$ cat config.mk
export PLATFORM = sky130hd
export DESIGN_NAME = ogu_queue
export DESIGN_NICKNAME = d
export VERILOG_FILES = /design/src/rtl/ogu_pkg.sv /design/src/rtl/ogu_queue.sv
export SDC_FILE = /design/constraint.sdc
export NUM_CORES = 1
export LEC_CHECK = 0
export BUFFER_PORTS_ARGS = -buffer_cell sky130_fd_sc_hd__buf_2
export CORE_MARGIN = 2
export CORE_UTILIZATION = 52
export DETAILED_ROUTE_END_ITERATION = 10
export PLACE_DENSITY = 0.87
export SLEW_MARGIN = 20
export SYNTH_ARGS = -nofsm -noshare
export SYNTH_HDL_FRONTEND = slang
export SYNTH_SLANG_ARGS = --single-unit
$ cat constraint.sdc
create_clock -name i_clk -period 6.2 [get_ports i_clk]
set_input_delay 1.24 -clock i_clk [delete_from_list [all_inputs] [get_ports i_clk]]
set_output_delay 1.24 -clock i_clk [all_outputs]
set_load 0.05 [all_outputs]
$ cat src/rtl/ogu_pkg.sv
// Package for the occupancy grid update block: grid sizes, field widths, item and
// configuration structs, and the constant tables of the ray engine. No dependencies.
package ogu_pkg;

    localparam int GRID_X = 64;
    localparam int GRID_Y = 64;
    localparam int CELLS  = GRID_X * GRID_Y;
    localparam int ADDR_W = $clog2(CELLS);

    // Configuration port.
    localparam int CFG_IDX_W = 3;
    localparam int CFG_W     = 16;
    localparam logic [CFG_IDX_W-1:0] CFG_RESOLUTION = 3'd0;
    localparam logic [CFG_IDX_W-1:0] CFG_BEAM_ANGLE = 3'd1;
    localparam logic [CFG_IDX_W-1:0] CFG_MIN_RANGE  = 3'd2;
    localparam logic [CFG_IDX_W-1:0] CFG_MAX_RANGE  = 3'd3;
    localparam logic [CFG_IDX_W-1:0] CFG_OCC_STEP   = 3'd4;
    localparam logic [CFG_IDX_W-1:0] CFG_FREE_STEP  = 3'd5;

    // Datapath widths of the ray engine.
    localparam int Q_W   = 20;   // signed cell quotient
    localparam int REM_W = 43;   // signed remainder in Q30 millimetres
    localparam int CS_W  = 32;   // Q2.30 cosine and sine
    localparam int Z_W   = 18;   // CORDIC residual angle
    localparam int R_W   = 18;   // distance along a ray
    localparam int CORDIC_STEPS = 16;
    localparam logic signed [CS_W-1:0] CORDIC_GAIN = 32'sd652032875;

    // Ray offset in angle units is round(h * 65536 / 720) for h half degrees.
    // Computed as ((h * 4096 + 22) * OFF_RECIP) >> OFF_SHIFT, exact for h < 128.
    localparam logic [19:0] OFF_RECIP = 20'd745655;
    localparam int OFF_SHIFT = 25;

    // Queue between the front and the back.
    localparam int QDEPTH = 2;
    localparam int QPTR_W = $clog2(QDEPTH);

    typedef enum logic [1:0] {
        K_READ,
        K_SKIP,
        K_UPDATE
    } t_kind;

    typedef struct packed {
        t_kind       kind;
        logic [15:0] rx;
        logic [15:0] ry;
        logic [15:0] head;
        logic [15:0] range;
        logic [5:0]  cx;
        logic [5:0]  cy;
    } t_item;

    typedef struct packed {
        logic [9:0]         res;
        logic [6:0]         beam;
        logic [15:0]        min_range;
        logic [15:0]        max_range;
        logic signed [15:0] occ_step;
        logic signed [15:0] free_step;
    } t_cfg;

    // Arctangent of 2^-i in binary angle units.
    function automatic logic [13:0] atan_units(input logic [3:0] i);
        logic [13:0] v;
        unique case (i)
            4'd0:    v = 14'd8192;
            4'd1:    v = 14'd4836;
            4'd2:    v = 14'd2555;
            4'd3:    v = 14'd1297;
            4'd4:    v = 14'd651;
            4'd5:    v = 14'd326;
            4'd6:    v = 14'd163;
            4'd7:    v = 14'd81;
            4'd8:    v = 14'd41;
            4'd9:    v = 14'd20;
            4'd10:   v = 14'd10;
            4'd11:   v = 14'd5;
            4'd12:   v = 14'd3;
            4'd13:   v = 14'd1;
            4'd14:   v = 14'd1;
            default: v = 14'd0;
        endcase
        return v;
    endfunction

    // Flat store address of a cell, x major.
    function automatic logic [ADDR_W-1:0] cell_addr(input logic [10:0] gx,
                                                    input logic [10:0] gy);
        return ADDR_W'(gx) * ADDR_W'(GRID_Y) + ADDR_W'(gy);
    endfunction

endpackage

$ cat src/rtl/ogu_queue.sv
// Short item queue between the front and the back.
// Depends on ogu_pkg.
module ogu_queue import ogu_pkg::*; (
    input  logic  i_clk,
    input  logic  i_rst_n,
    input  logic  i_push,
    input  t_item i_item,
    output logic  o_full,
    input  logic  i_pop,
    output t_item o_item,
    output logic  o_empty
);

    t_item             r_mem [QDEPTH];
    logic [QPTR_W-1:0] r_wp;
    logic [QPTR_W-1:0] r_rp;
    logic [QPTR_W:0]   r_cnt;

    assign o_full  = (r_cnt == (QPTR_W + 1)'(QDEPTH));
    assign o_empty = (r_cnt == '0);
    assign o_item  = r_mem[r_rp];

    always_ff @(posedge i_clk) begin
        if (!i_rst_n) begin
            r_wp  <= '0;
            r_rp  <= '0;
            r_cnt <= '0;
        end else begin
            if (i_push) begin
                r_wp <= (r_wp == QPTR_W'(QDEPTH - 1)) ? '0 : r_wp + 1'b1;
            end
            if (i_pop) begin
                r_rp <= (r_rp == QPTR_W'(QDEPTH - 1)) ? '0 : r_rp + 1'b1;
            end
            if (i_push && !i_pop) begin
                r_cnt <= r_cnt + 1'b1;
            end else if (i_pop && !i_push) begin
                r_cnt <= r_cnt - 1'b1;
            end
        end
        if (i_push) begin
            r_mem[r_wp] <= i_item;
        end
    end

endmodule

; Word level (Yosys, flattened, before mapping)
; Memories as Yosys holds them, arrays and structs flattened. A register that Yosys moved wholly into a read port is not among the register bits.
; Cells that the tools add are included.
[totals]
out_inout_bits = 80
ramBits = 156
inputBits = 82
wordCells = 23
regBits = 4
memories = 1
[mem_list]
columns = name, depth, width, rd, rd_ports_with_merged_regs, write_ports, line_no
row1 = r_mem, 2, 78, 1, 1, 1, ogu_queue.sv:14  ; t_item r_mem [QDEPTH];
[op_classes]
addsub = 4
reduce_logical = 6
eq_ne = 1
muxes = 8
[ops]
columns = cell, n
row1 = $mux 1, 6
row2 = $mux 2, 2
row3 = $add 1x1->1 const B, 2
row4 = $add 2x1->2 const B, 1
row5 = $eq 2x2->1 const B, 1
row6 = $logic_and 1x1->1, 2
row7 = $logic_not 1->1, 2
row8 = $logic_not 2->1, 1
row9 = $reduce_bool 2->1, 1
row10 = $sub 2x1->2 const B, 1

; Longest topological paths before layout
[depth]
word_depth = 4
depth_mapped = 5

; Least setup slack after synthesis
; OpenSTA, ideal clock, no wires.
[synth_timing]
path_kind = in2reg
start = input i_push
end = memory r_mem[0][0] in the netlist's numbering, enable pin
t_arrival_ps = 4683
stages = 1
setup_time_ps = 525
setup_slack_ps = 992
required_time_ps = 5675
path_buffers = 0
path_cell_list = nor2b_1
[synth_between]
elab_chain_cells = 2
[synth_lines]
columns = item, line_no
row1 = from (decl), ogu_queue.sv:6  ; input logic i_push,
row2 = $mux 1, ogu_queue.sv:41  ; if (i_push) begin
row3 = $mux 1 (implied by the code), ogu_queue.sv:42  ; r_mem[r_wp] <= i_item;
row4 = to (decl), ogu_queue.sv:14
; Every way passes these cells.

==> run metrics <==
first-pass GRT wire length 15700 µm; adder-cell area share of the yosys netlist 0.211%; status finished clean; Hold Buf Count CTS 0; Mean Syn Cell Area 22.4 µm²; largest family of logic cells by synthesized area multiplexers; Clock Sinks 161; CP arrival 2.03 ns; Final min period 3.27 ns; Seq cells post-synth ~160; Worst-path clk slew 0.06 ns; maxcap violations 0; Root Driver clkbuf_16; Layout Nets between 500 and 600; Max Freq around 310 MHz; XOR/XNOR Fraction of Synth Area 0.444%; Seq/Total Area, Yosys 80.8%; Final Hold Fails 0; CP max-delay cell dfxtp_4; synthesized cell area 5920 µm²; crit path cell chain buf_16 > mux2_2 > buf_2; Slew Limit Headroom 29.0%; I/O pin total approximately 160; Post-Layout Inst Area 7460 µm²; placed instance area 6860 µm²; Distinct cells, synth 17; complex-gate fraction of the synthesized area 0.338%; Syn Inst Count between 200 and 300; power density cells 361 nW/µm²; Warnings, synthesis 0; Core Footprint about 11000 µm²; deepest clock path buffer count 2; Clock Skews 0.00558 ns; grt total ovfl 0; CP top delay family flip-flops; mux cell area share after synthesis ~16%; Initial DRC Count 120; GRT Resource Usage Total 16.6%; Hold Slack 0.544 ns; hpwl dp 6470 µm; worst path required time 4.96 ns; Worst Max-Slew Pin Slew 1.06 ns; Setup violations, final 0; Worst Path Max Fanout 50; crit share post-route 52.7%; first-pass detailed-route iteration total 4; vias in the first global route 3193; initial antenna violation count 0; vias per cell 5.02; WL final 10000 µm; R2R setup slack between 4 and 5 ns; Startpoint Class register; ant diodes 0; Die H 111 µm; postcts setup bufs 0; IO Port Bufs 161; P&R area growth vs syn 25.9%; Hold Crit Class register to register; clk_lat worst skew 0.41 ns; initial core utilization a little over half; CTS tree done; Final Max Tran Viols 0; Antenna Nets Post-Route 0; setup TNS 0 ns; routed vias between 2k and 3k; WP buf/inv 2; largest net degree at the start of global routing 79; RSZ-0062 raised after global routing no; Residual DRC 0; critical path type register to output pin; H-tree levels 4; CTS buffer count 17; Leak 2.86 nW; routability cong. 0.699; # resized after CTS 0; Die ar. 12300 µm²; share of post-route cells with drive strength above 1 approximately three fifths; Tot Pwr 0.00269 W; die width 111 µm; Worst setup EP type output pin; row count 38; simple-gate share of the synthesized area 0.908%; Max VDD drop around 0.21 mV; net count after synthesis roughly 350; CP peak stage delay 0.62 ns; WL/cell 17.0 µm
[path summary, 6_finish.rpt]
path / startpoint / end / cells after the start
max: register / o_item[28] / 3
min: r_cnt[1]$_SDFFE_PN0P_ / r_cnt[1]$_SDFFE_PN0P_ / 2
max reg2reg: r_wp$_SDFFE_PN0P_ / r_mem[0][36]$_DFFE_PP_ / 2
min reg2reg: r_cnt[1]$_SDFFE_PN0P_ / r_cnt[1]$_SDFFE_PN0P_ / 2
[sequential cells by signal (all words and copies together) (netlist names), named ones only]
register and cells:
r_rp 1, r_mem 156, r_wp 1, r_cnt 2
[cell type report]
class	instances	area (µm²)
Clock inverter	10	111
Clock buffer	22	464
Sequential cell	161	4790
Fill cell	737	3520
Timing Repair Buffer	163	841
Multi-Input combinational cell	94	1080
Tap cell	140	175
Inverter	1	3.75
[cell usage in the layout (no fill, tap or decap)]
| cell | count |
|---|---|
| buf_2 | 161 |
| edfxtp_1 | 156 |
| mux2_2 | 58 |
| mux2_4 | 20 |
| clkbuf_16 | 17 |
| dfxtp_1 | 4 |
| and2_1 | 3 |
| clkinv_2 | 3 |
| clkbuf_1 | 3 |
| xor2_1 | 2 |
| nor2b_1 | 2 |
| clkbuf_8 | 2 |
| clkinvlp_4 | 2 |
| bufinv_16 | 2 |
| nor2_1 | 1 |
| inv_1 | 1 |
| and2_4 | 1 |
| nor2b_4 | 1 |
| xnor2_1 | 1 |
| o21a_1 | 1 |
| o21ai_0 | 1 |
| or3_1 | 1 |
| a21boi_1 | 1 |
| ha_1 | 1 |
| dfxtp_4 | 1 |
| clkinv_4 | 1 |
| clkinv_1 | 1 |
| inv_6 | 1 |
| buf_16 | 1 |
| buf_4 | 1 |
[metal layers]
layer	part of all wire [%]	up-vias	track usage [%]
met1	40	1436	19.5
met4	1.5	0	6.25
met5	0	-	0
met3	6.4	15	5.03
li1	-	1398	-
met2	52	115	29.0
[tightest hold or removal path, delay by kind of cell (launching register included)]
kind / cells / cell delay [ns]
flip-flops: 1 / 0.34
AO/OA/AOI/OAI: 2 / 0.16
[kinds of logic after synthesis]
group / after synthesis
multiplexers: 78
flip-flops: 161
AO/OA/AOI/OAI: 3
AND/OR/NAND/NOR: 9
buffers and inverters: 10
adder cells (fa/ha/maj): 1
XOR/XNOR: 3
[power by group]
part	switching (W)	internal (W)	leakage (nW)	total, W
clock network	0.000387	0.000612	0.278	0.000999
registers	0.0000227	0.00126	1.51	0.00128
logic	0.000285	0.000125	1.08	0.000409
total	0.000694	0.00200	2.86	0.00269
[cell usage after synthesis (all sizes together)]
| master | count | area (µm²) |
|---|---|---|
| nor2b | 3 | 18.8 |
| and2 | 4 | 25.0 |
| edfxtp | 156 | 4680 |
| a21boi | 1 | 7.51 |
| mux2 | 78 | 953 |
| dfxtp | 5 | 100 |
| buf | 9 | 70.1 |
| o21a | 1 | 7.51 |
| or3 | 1 | 6.26 |
| nor2 | 1 | 3.75 |
| xor2 | 2 | 17.5 |
| inv | 1 | 3.75 |
| xnor2 | 1 | 8.76 |
| o21ai | 1 | 5.00 |
| ha | 1 | 12.5 |
[through the flow]
| step | util [%] | instances | setup slack [ns] |
|---|---|---|---|
| after floorplan | - | 265 | 0.992 |
| after global placement | 62.4 | 558 | 3.05 |
| after detailed placement | 62.4 | 558 | 3.01 |
| after CTS | 67.7 | 590 | 2.73 |
| after global routing | 67.9 | 591 | 2.87 |
| final | 67.9 | 591 | 2.93 |
(Power assumes the default switching activity.)
