<file path="config.mk">
export PLATFORM = sky130hd
export DESIGN_NAME = ogu_front
export DESIGN_NICKNAME = d
export VERILOG_FILES = /design/src/rtl/ogu_pkg.sv /design/src/rtl/ogu_front.sv
export SDC_FILE = /design/constraint.sdc
export NUM_CORES = 1
export LEC_CHECK = 0
export ABC_CLOCK_PERIOD_IN_PS = 3350
export BUFFER_PORTS_ARGS = -buffer_cell sky130_fd_sc_hd__buf_4
export CORE_MARGIN = 1.5
export CORE_UTILIZATION = 30
export CTS_BUF_LIST = sky130_fd_sc_hd__clkbuf_8
export CTS_CLUSTER_DIAMETER = 30
export DETAILED_ROUTE_END_ITERATION = 10
export PLACE_DENSITY = 0.61
export SYNTH_ARGS = -nofsm -noshare
export SYNTH_HDL_FRONTEND = slang
export SYNTH_SLANG_ARGS = --single-unit
</file>
<file path="constraint.sdc">
create_clock -name i_clk -period 3.35 [get_ports i_clk]
set_input_delay 0.67 -clock i_clk [delete_from_list [all_inputs] [get_ports i_clk]]
set_output_delay 0.67 -clock i_clk [all_outputs]
set_load 0.02 [all_outputs]
</file>
<file path="src/rtl/ogu_pkg.sv">
// Package for the occupancy grid update block: grid sizes, field widths, item and
// configuration structs, and the constant tables of the ray engine. No dependencies.
package ogu_pkg;

    localparam int GRID_X = 64;
    localparam int GRID_Y = 64;
    localparam int CELLS  = GRID_X * GRID_Y;
    localparam int ADDR_W = $clog2(CELLS);

    // Configuration port.
    localparam int CFG_IDX_W = 3;
    localparam int CFG_W     = 16;
    localparam logic [CFG_IDX_W-1:0] CFG_RESOLUTION = 3'd0;
    localparam logic [CFG_IDX_W-1:0] CFG_BEAM_ANGLE = 3'd1;
    localparam logic [CFG_IDX_W-1:0] CFG_MIN_RANGE  = 3'd2;
    localparam logic [CFG_IDX_W-1:0] CFG_MAX_RANGE  = 3'd3;
    localparam logic [CFG_IDX_W-1:0] CFG_OCC_STEP   = 3'd4;
    localparam logic [CFG_IDX_W-1:0] CFG_FREE_STEP  = 3'd5;

    // Datapath widths of the ray engine.
    localparam int Q_W   = 20;   // signed cell quotient
    localparam int REM_W = 43;   // signed remainder in Q30 millimetres
    localparam int CS_W  = 32;   // Q2.30 cosine and sine
    localparam int Z_W   = 18;   // CORDIC residual angle
    localparam int R_W   = 18;   // distance along a ray
    localparam int CORDIC_STEPS = 16;
    localparam logic signed [CS_W-1:0] CORDIC_GAIN = 32'sd652032875;

    // Ray offset in angle units is round(h * 65536 / 720) for h half degrees.
    // Computed as ((h * 4096 + 22) * OFF_RECIP) >> OFF_SHIFT, exact for h < 128.
    localparam logic [19:0] OFF_RECIP = 20'd745655;
    localparam int OFF_SHIFT = 25;

    // Queue between the front and the back.
    localparam int QDEPTH = 2;
    localparam int QPTR_W = $clog2(QDEPTH);

    typedef enum logic [1:0] {
        K_READ,
        K_SKIP,
        K_UPDATE
    } t_kind;

    typedef struct packed {
        t_kind       kind;
        logic [15:0] rx;
        logic [15:0] ry;
        logic [15:0] head;
        logic [15:0] range;
        logic [5:0]  cx;
        logic [5:0]  cy;
    } t_item;

    typedef struct packed {
        logic [9:0]         res;
        logic [6:0]         beam;
        logic [15:0]        min_range;
        logic [15:0]        max_range;
        logic signed [15:0] occ_step;
        logic signed [15:0] free_step;
    } t_cfg;

    // Arctangent of 2^-i in binary angle units.
    function automatic logic [13:0] atan_units(input logic [3:0] i);
        logic [13:0] v;
        unique case (i)
            4'd0:    v = 14'd8192;
            4'd1:    v = 14'd4836;
            4'd2:    v = 14'd2555;
            4'd3:    v = 14'd1297;
            4'd4:    v = 14'd651;
            4'd5:    v = 14'd326;
            4'd6:    v = 14'd163;
            4'd7:    v = 14'd81;
            4'd8:    v = 14'd41;
            4'd9:    v = 14'd20;
            4'd10:   v = 14'd10;
            4'd11:   v = 14'd5;
            4'd12:   v = 14'd3;
            4'd13:   v = 14'd1;
            4'd14:   v = 14'd1;
            default: v = 14'd0;
        endcase
        return v;
    endfunction

    // Flat store address of a cell, x major.
    function automatic logic [ADDR_W-1:0] cell_addr(input logic [10:0] gx,
                                                    input logic [10:0] gy);
        return ADDR_W'(gx) * ADDR_W'(GRID_Y) + ADDR_W'(gy);
    endfunction

endpackage

</file>
<file path="src/rtl/ogu_front.sv">
// Front stage: takes input items, classifies them as read, skipped or applied update.
// Depends on ogu_pkg.
module ogu_front import ogu_pkg::*; (
    input  logic        i_clk,
    input  logic        i_rst_n,
    input  logic        i_valid,
    output logic        o_stall,
    input  logic        i_op,
    input  logic [15:0] i_robot_x_mm,
    input  logic [15:0] i_robot_y_mm,
    input  logic [15:0] i_robot_heading,
    input  logic [15:0] i_range_mm,
    input  logic [5:0]  i_cell_x,
    input  logic [5:0]  i_cell_y,
    input  t_cfg        i_cfg,
    input  logic        i_hold,
    input  logic        i_full,
    output logic        o_push,
    output t_item       o_item
);

    logic  r_vld;
    t_item r_item;
    t_item n_item;
    logic  accept;

    assign o_stall = i_hold || (r_vld && i_full);
    assign accept  = i_valid && !o_stall;
    assign o_push  = r_vld && !i_full;
    assign o_item  = r_item;

    always_comb begin
        n_item.rx    = i_robot_x_mm;
        n_item.ry    = i_robot_y_mm;
        n_item.head  = i_robot_heading;
        n_item.range = i_range_mm;
        n_item.cx    = i_cell_x;
        n_item.cy    = i_cell_y;
        if (i_op) begin
            n_item.kind = K_READ;
        end else if (i_range_mm < i_cfg.min_range || i_range_mm > i_cfg.max_range) begin
            n_item.kind = K_SKIP;
        end else begin
            n_item.kind = K_UPDATE;
        end
    end

    always_ff @(posedge i_clk) begin
        if (!i_rst_n) begin
            r_vld <= 1'b0;
        end else if (accept) begin
            r_vld <= 1'b1;
        end else if (o_push) begin
            r_vld <= 1'b0;
        end
        if (accept) begin
            r_item <= n_item;
        end
    end

endmodule

</file>
# After elaboration in Yosys (flattened, before gate mapping)
# Index checks and enable logic that the tools add are counted.
# totals
ff_bits,79
elab_cells,21
input_bits,163
# op_classes
mux,3
n_reduce_logical,8
n_lt_le_gt_ge,2
# op_table
op,count
16-bit greater-than comparator,1
16-bit less-than comparator,1
1-bit logical AND,3
1-bit zero test,2
1-bit logical OR,2
1-bit two-way mux,2
2-bit two-way mux,1
2-bit nonzero test,1

# Longest topological paths before layout
# Gate-level depths: netlist of run 1.
# depth
ltp_word,5
ltp_mapped,7
ltp_nobuf,7

# Worst setup path before layout of run 1
# OpenSTA, ideal clock, no wires.
# synth_path
path_type,input to register
startpoint,input port i_full
endpoint,register r_item (netlist bit o_item[0]) (enable)
stages,2
path_slack_ns,0.209
n_path_buf,0
t_arrival_ns,2.695
cell_sequence,a21oi_1 -> and2_1
# synth_between
elab_chain_cells,4
# synth_rtl
element,line,text
from (decl),ogu_front.sv:17,"input logic i_full,"
1-bit logical AND,ogu_front.sv:27,assign o_stall = i_hold || (r_vld && i_full);
1-bit logical OR,ogu_front.sv:27,
1-bit zero test,ogu_front.sv:28,assign accept = i_valid && !o_stall;
1-bit logical AND,ogu_front.sv:28,
via accept,ogu_front.sv:25,logic accept;
to (signal assigned),ogu_front.sv:57,r_item <= n_item;
to (decl),ogu_front.sv:23,t_item r_item;
# The timed path passes the listed nets, and every way through them passes these cells.
# A chain may end at the register's enable or synchronous reset.

# Final worst setup path of run 1
# layout_path
startpoint,input port i_range_mm[7]
endpoint,register r_item (netlist bit o_item[76]) (data pin)
# layout_between
elab_chain_cells,3
word_cells_on_any_way,4
cone_classes,order compare: 2; mux: 1; reduce/logical: 1
# layout_rtl
element,line,text
from (decl),ogu_front.sv:12,"input logic [15:0] i_range_mm,"
16-bit less-than comparator / 16-bit greater-than comparator (equally long branches),ogu_front.sv:41,end else if (i_range_mm < i_cfg.min_range || i_range_mm > i_cfg.max_range) begin
1-bit logical OR *,ogu_front.sv:41,
2-bit two-way mux *,ogu_front.sv:41,
# Every way passes the cells marked *; elsewhere a longest branch is shown, timed or not.

==> insert_results.sql, run 1 <==
INSERT INTO impl_metrics (metric_group, metric, value, unit) VALUES
('clock_tree', 'tritoncts', 'yes', ''),
('critical_path', 'worstPathRequired', '3.46', 'ns'),
('final_layout', 'final_common_cell', 'buf_4', ''),
('timing', 'final.setup.tns', '0', 'ns'),
('synth', 'yosys_register_bits', '79', ''),
('synth', 'async_flop_share', '0', '%'),
('synth', 'synth_ff_type', 'edfxtp_1', ''),
('clock_tree', 'cts.sink_count', '79', ''),
('routing', 'first_pass_iters', '4', ''),
('synth', 'ys_top_cells_by_area', 'edfxtp_1 (73%), ha_1 (12%), inv_1 (3.8%), a21oi_1 (1.9%), nand4_1 (0.78%)', ''),
('critical_path', 'crit_fanout', '3', ''),
('clock_tree', 'cts-resized-gates', '0', ''),
('placed_design', 'buffer_ports.inserted', '193', ''),
('global_routing', 'grt.overflow.total', '0', ''),
('synth', 'netlist_area', '3203', 'um^2'),
('pwr', 'vdd_ir_drop_max', '0.1622', 'mV'),
('timing', 'slew_violations', '0', ''),
('final_layout', 'drive_gt1_share', '53.22', '%'),
('final_layout', 'regArea', '2362', 'um^2'),
('floorplan', 'coreArea', '10320', 'um^2'),
('floorplan', 'initial_standard_cell_utilization_of_the_core', '31.03', '%'),
('routing', 'drt-total-wl', '8354', 'um'),
('global_routing', 'grt_first_pass_wirelength', '12070', 'um'),
('synth', 'syn-instance-count', '195', ''),
('pwr', 'power.net_switching', '518.9', 'uW'),
('final_layout', 'mostFrequentLayoutCells', 'buf_4 (193), edfxtp_1 (78), inv_1 (32)', ''),
('min_path', 'hold_path_class', 'input pin to register', ''),
('placed_design', 'hpwl', '6651', 'um'),
('critical_path', 'critPathLaunchType', 'input pin', ''),
('clock_tree', 'clk_path_buf_depth', '2', ''),
('pwr', 'power_frac_seq', '51.2', '%'),
('floorplan', 'num_io_pins', '243', ''),
('routing', 'wl_per_cell', '15.47', 'um'),
('routing', 'antenna_left', '0', ''),
('synth', 'synth.distinct_cells', '28', ''),
('final_layout', 'multi_input_comb_area', '723.2', 'um^2'),
('timing', 'finClkSkew', '0.009400', 'ns'),
('pwr', 'clkPwrFrac', '34.1', '%'),
('clock_tree', 'number_of_hold_buffers_added_after_cts', '0', ''),
('placed_design', 'placed_cell_areas', '4845', 'um^2'),
('timing', 'endpoints_failing_hold', '0', ''),
('routing', 'drc_errors', '0', ''),
('status', 'status', 'finished, final reports clean', ''),
('timing', 'max-slew-margin-rel', '59.27', '%'),
('pwr', 'netSwitchingFraction', '23.13', '%'),
('global_routing', 'overall_global_routing_usage', '14.72', '%'),
('final_layout', 'area_growth_syn_to_layout', '57.81', '%'),
('timing', 'worst_case_setup_margin_in_the_final_layout', '1.280', 'ns'),
('synth', 'postSynthAreaPerCell', '16.43', 'um^2'),
('timing', 'highest_clock_rate', '0.4831', 'GHz'),
('synth', 'yosysTopAreaCell', 'edfxtp_1', ''),
('floorplan', 'dieArea', '11310', 'um^2'),
('job', 'maxCapViolCount', '0', ''),
('floorplan', 'chipHeight', '106.3', 'um'),
('timing', 'post-route-period-util', '61.80', '%'),
('clock_tree', 'clkTransAtPathRegs', '0.08', 'ns'),
('timing', 'grt_setup_unrepaired', 'false', ''),
('global_routing', 'grt_antenna_before_repair', '0', ''),
('routing', 'routed-via-count', '2314', ''),
('timing', 'least_margin_pin_slew', '0.6110', 'ns'),
('synth', 'synth.top_cell.area_share', '73.13', '%'),
('synth', 'synth-warning-count', '0', ''),
('clock_tree', 'cts-htree-levels', '3', ''),
('timing', 'min_period', '2.070', 'ns'),
('timing', 'final-setup-viol-count', '0', ''),
('floorplan', 'fp.dieW', '106.3', 'um'),
('critical_path', 'cp-end-kind', 'register', ''),
('clock_tree', 'worst_skew_pair.late_latency', '0.35', 'ns'),
('pwr', 'power_report.internal_total', '1724', 'uW'),
('pwr', 'comb_power_share', '14.7', '%'),
('final_layout', 'fillerInstances', '908', '');
[per-stage QoR]
| step | utilization [%] | hold WS [ns] | cells | total power, uW |
|---|---|---|---|---|
| floorplan | - | 0.4931 | 195 | 1311 |
| global placement | 46.93 | 0.5090 | 525 | 1501 |
| detailed placement | 46.93 | 0.5307 | 525 | 1507 |
| CTS | 48.96 | 0.4668 | 540 | 2270 |
| global route | 48.96 | 0.4621 | 540 | 2339 |
| finish | 48.96 | 0.4890 | 540 | 2243 |
[registers in the layout, indices dropped and copies added (netlist names)]
signal	count
o_item	78
r_vld	1
[power by group through the flow]
stage / sequential [uW] / combinational (uW) / clock, uW
after floorplan: 1230 / 84.2 / 0
after global placement: 1170 / 331 / 0
after detailed placement: 1170 / 336 / 0
after CTS: 1150 / 337 / 784
after global routing: 1150 / 364 / 823
final: 1150 / 331 / 764
[synthesized netlist by cell type (2+ instances only)]
library cell and count:
nor2_1 2, a21oi_1 12, ha_1 31, nor2b_1 3, nand4_1 4, nand2_1 6
and2_1 2, a21o_1 2, edfxtp_1 78, inv_1 32, nand3_1 4, o21ai_0 3
[critical path: stages]
cell and delay, ns:
buf_4 0.12, ha_1 0.30, a21oi_1 0.18, o21ai_0 0.16, a221o_1 0.37, o31ai_2 0.28, a21oi_1 0.10
[metal layers]
metal	up-vias	wire, um	GRT usage, %
li1	1134	-	-
met1	1047	3325	17.64
met2	120	3960	23.32
met3	13	931	6.438
met4	0	136	5.598
met5	-	0	0
[final cells by class]
class                           count  area share (%)
Sequential cell                    79           46.73
Timing Repair Buffer              194           29.06
Multi-Input combinational cell     84           14.31
Tap cell                          136           3.366
Clock buffer                        9           2.450
Inverter                           32           2.376
Clock inverter                      6           1.708
[cell families after synthesis]
family                     share of synthesized area [%]
AOI/OAI and AO/OA                                  4.961
adders and majority gates                          12.11
buffers and inverters                              3.750
DFF                                                73.75
and+or+nand+nor                                    5.430
[final timing paths]
check	startpoint	to	slack [ns]	cells past startpoint
setup / recovery	i_range_mm[7]	o_item[76]$_SDFFCE_PP0P_	1.28	7
hold / removal	i_robot_y_mm[0]	o_item[44]$_DFFE_PP_	0.49	1
setup reg to reg	r_vld$_SDFFE_PN0P_	o_item[36]$_DFFE_PP_	1.65	3
hold reg to reg	r_vld$_SDFFE_PN0P_	r_vld$_SDFFE_PN0P_	0.54	2
(Power assumes the default switching activity.)
==> inputs of run 2 (changes only) <==
Settings changed: ABC_CLOCK_PERIOD_IN_PS 3350 to 1800, PLACE_DENSITY 0.61 to 0.63.
Clock period 3.35 ns to 1.8 ns, I/O delays scaled along.
==> insert_results.sql, run 2 (synthesized netlist as in run 1, its figures left out) <==
INSERT INTO impl_metrics (metric_group, metric, value, unit) VALUES
('critical_path', 'reg2reg_to', 'o_item[44]$_DFFE_PP_', ''),
('critical_path', 'crit_fanout', '3', ''),
('placed_design', 'hpwl', '6857', 'um'),
('routing', 'drt-total-wl', '8279', 'um'),
('min_path', 'hold-path-cell-count', '1', ''),
('global_routing', 'grt.overflow.total', '0', ''),
('routing', 'drc_errors', '0', ''),
('clock_tree', 'number_of_hold_buffers_added_after_cts', '0', ''),
('final_layout', 'antenna_cells', '0', ''),
('routing', 'dr.first_iter.drc_count', '78', ''),
('global_routing', 'grt_max_degree', '32', ''),
('floorplan', 'coreArea', '10320', 'um^2'),
('timing', 'endpoints_failing_hold', '0', ''),
('global_routing', 'grt_pass1_vias', '2327', ''),
('clock_tree', 'worst_skew_pair.late_latency', '0.34', 'ns'),
('floorplan', 'num_io_pins', '243', ''),
('critical_path', 'reg2reg_slack', '0.46', 'ns'),
('min_path', 'min-delay-start', 'i_cell_y[4]', ''),
('critical_path', 'slowest_delay', '0.32', 'ns'),
('timing', 'min_period', '1.728', 'ns'),
('job', 'maxCapViolCount', '0', ''),
('placed_design', 'buffer_ports.inserted', '193', ''),
('clock_tree', 'cts.sink_count', '79', ''),
('floorplan', 'chipHeight', '106.3', 'um'),
('critical_path', 'timing_worst_setup_path_type', 'input pin to register', ''),
('routing', 'wl_per_cell', '14.92', 'um'),
('clock_tree', 'clkTransAtPathRegs', '0.08', 'ns'),
('timing', 'post-route-period-util', '96.01', '%'),
('timing', 'highest_clock_rate', '0.5786', 'GHz'),
('routing', 'routed-via-count', '2388', ''),
('global_routing', 'grt_util_met1', '16.23', '%'),
('critical_path', 'cp-end-kind', 'register', ''),
('pwr', 'cell_leakage_power', '0.002377', 'uW'),
('global_routing', 'grt.met3_usage', '3.495', '%'),
('floorplan', 'placementRows', '37', ''),
('status', 'status', 'finished, final reports clean', ''),
('floorplan', 'dieArea', '11310', 'um^2'),
('final_layout', 'final_common_cell', 'buf_4', ''),
('critical_path', 'worstReg2RegStart', 'r_vld$_SDFFE_PN0P_', ''),
('final_layout', 'mostFrequentLayoutCells', 'buf_4 (205), edfxtp_1 (78), inv_1 (33)', ''),
('pwr', 'vdd_ir_drop_max', '0.3156', 'mV'),
('final_layout', 'number_of_flip_flops_under_the_largest_register_name', '78', ''),
('timing', 'least_margin_pin_slew', '0.3868', 'ns'),
('critical_path', 'critPathLaunchType', 'input pin', ''),
('timing', 'whs', '0.1885', 'ns'),
('final_layout', 'area_growth_syn_to_layout', '61.45', '%'),
('critical_path', 'arrival_time_reported_for_the_critical_path_endpoint', '1.83', 'ns'),
('placed_design', 'place_congestion', '0.7436', ''),
('global_routing', 'global_route.peak_usage_layer', 'met2', ''),
('global_routing', 'grt_antenna_before_repair', '0', ''),
('routing', 'routed_via_density', '4.303', ''),
('pwr', 'power.density', '784.8', 'nW/um^2'),
('pwr', 'report.power.total', '4059', 'uW'),
('clock_tree', 'numCtsBuffers', '9', ''),
('critical_path', 'crit_path_cells', 'buf_4 > ha_1 > and3_2 > a221oi_1 > a2bb2oi_2 > nand3_1 > and3b_1', ''),
('final_layout', 'drive_gt1_share', '54.65', '%'),
('timing', 'max-slew-margin-rel', '73.55', '%'),
('global_routing', 'grt_first_pass_wirelength', '12070', 'um'),
('global_routing', 'groute.layer.met2.usage', '26.27', '%'),
('timing', 'slew_violations', '0', ''),
('critical_path', 'critical_path.slowest_cell', 'a221oi_1', ''),
('critical_path', 'worstPathRequired', '1.90', 'ns'),
('routing', 'antenna_left', '0', ''),
('timing', 'finClkSkew', '0.005589', 'ns'),
('global_routing', 'overall_global_routing_usage', '14.53', '%'),
('clock_tree', 'cts-htree-levels', '3', ''),
('timing', 'final-setup-viol-count', '0', ''),
('critical_path', 'worst_r2r_path_depth', '3', ''),
('min_path', 'hold_path_class', 'input pin to register', ''),
('clock_tree', 'tritoncts', 'yes', ''),
('final_layout', 'layout.nets', '608', ''),
('floorplan', 'fp.dieW', '106.3', 'um'),
('routing', 'first_pass_iters', '4', ''),
('timing', 'grt_setup_unrepaired', 'false', ''),
('final_layout', 'core_util_final', '50.09', '%'),
('floorplan', 'initial_standard_cell_utilization_of_the_core', '31.03', '%'),
('min_path', 'hold_end', 'o_item[4]$_DFFE_PP_', ''),
('clock_tree', 'clk_path_buf_depth', '2', ''),
('clock_tree', 'ctsRootBufferMaster', 'clkbuf_8', '');
==> run 2: changes by cell type in the layout (fill, tap and decap cells not counted), sizes merged <==
cell,previous run,this run
buf,194,208
inv,32,35
bufinv,2,1
clkinv,4,3
==> run 2: where the power goes <==
part | internal (uW) | switching, uW
logic | 353 | 303
clock network | 632 | 634
registers | 2120 | 21.0
==> run 2: metal layers <==
layer	vias to the layer above	routed length, um
li1	1165	-
met1	1097	3258
met2	113	4262
met3	13	622
met4	0	136
met5	-	0
==> run 2: what timing repair did <==
action | 4_1_cts | 5_1_grt
resized for setup | 0 | 2
setup endpoints to repair | 0 | 2
buffers inserted | 0 | 0
==> run 2: worst max path at each step <==
stage	from	to	cells past startpoint
2_1_floorplan	i_cfg[46]	o_item[76]$_SDFFCE_PP0P_	7
3_5_place_dp	i_range_mm[7]	o_item[77]$_SDFFCE_PP0P_	7
3_3_place_gp	i_range_mm[5]	o_item[76]$_SDFFCE_PP0P_	7
6_report	i_range_mm[7]	o_item[77]$_SDFFCE_PP0P_	7
4_1_cts	i_range_mm[7]	o_item[77]$_SDFFCE_PP0P_	7
5_1_grt	i_range_mm[14]	o_item[76]$_SDFFCE_PP0P_	7
==> run 2: metrics by stage <==
step	instance area (um^2)	instances	worst slack, ns	setup TNS (ns)
2_1_floorplan	3206	195	0.002996	0
3_3_place_gp	4975	539	-0.3126	-0.5937
3_5_place_dp	4975	539	-0.3374	-0.6632
4_1_cts	5161	555	0.04426	0
5_1_grt	5171	555	0.006811	0
6_report	5171	555	0.07182	0
==> run 2: area by class of cell <==
type | count | area [um^2]
clock buffer | 9 | 123.9
clock inverter | 7 | 62.56
fill | 922 | 5152
inverter | 32 | 120.1
multi-input combinational | 84 | 733.2
sequential | 79 | 2362
tap | 136 | 170.2
timing repair buffer | 208 | 1599
==> run 2: worst max-delay path: cells and delay by family <==
family / cells / cell delay (ns)
simple gates: 3 / 0.51
compound gates: 2 / 0.54
fa+ha+maj: 1 / 0.30
buf+inv: 1 / 0.13
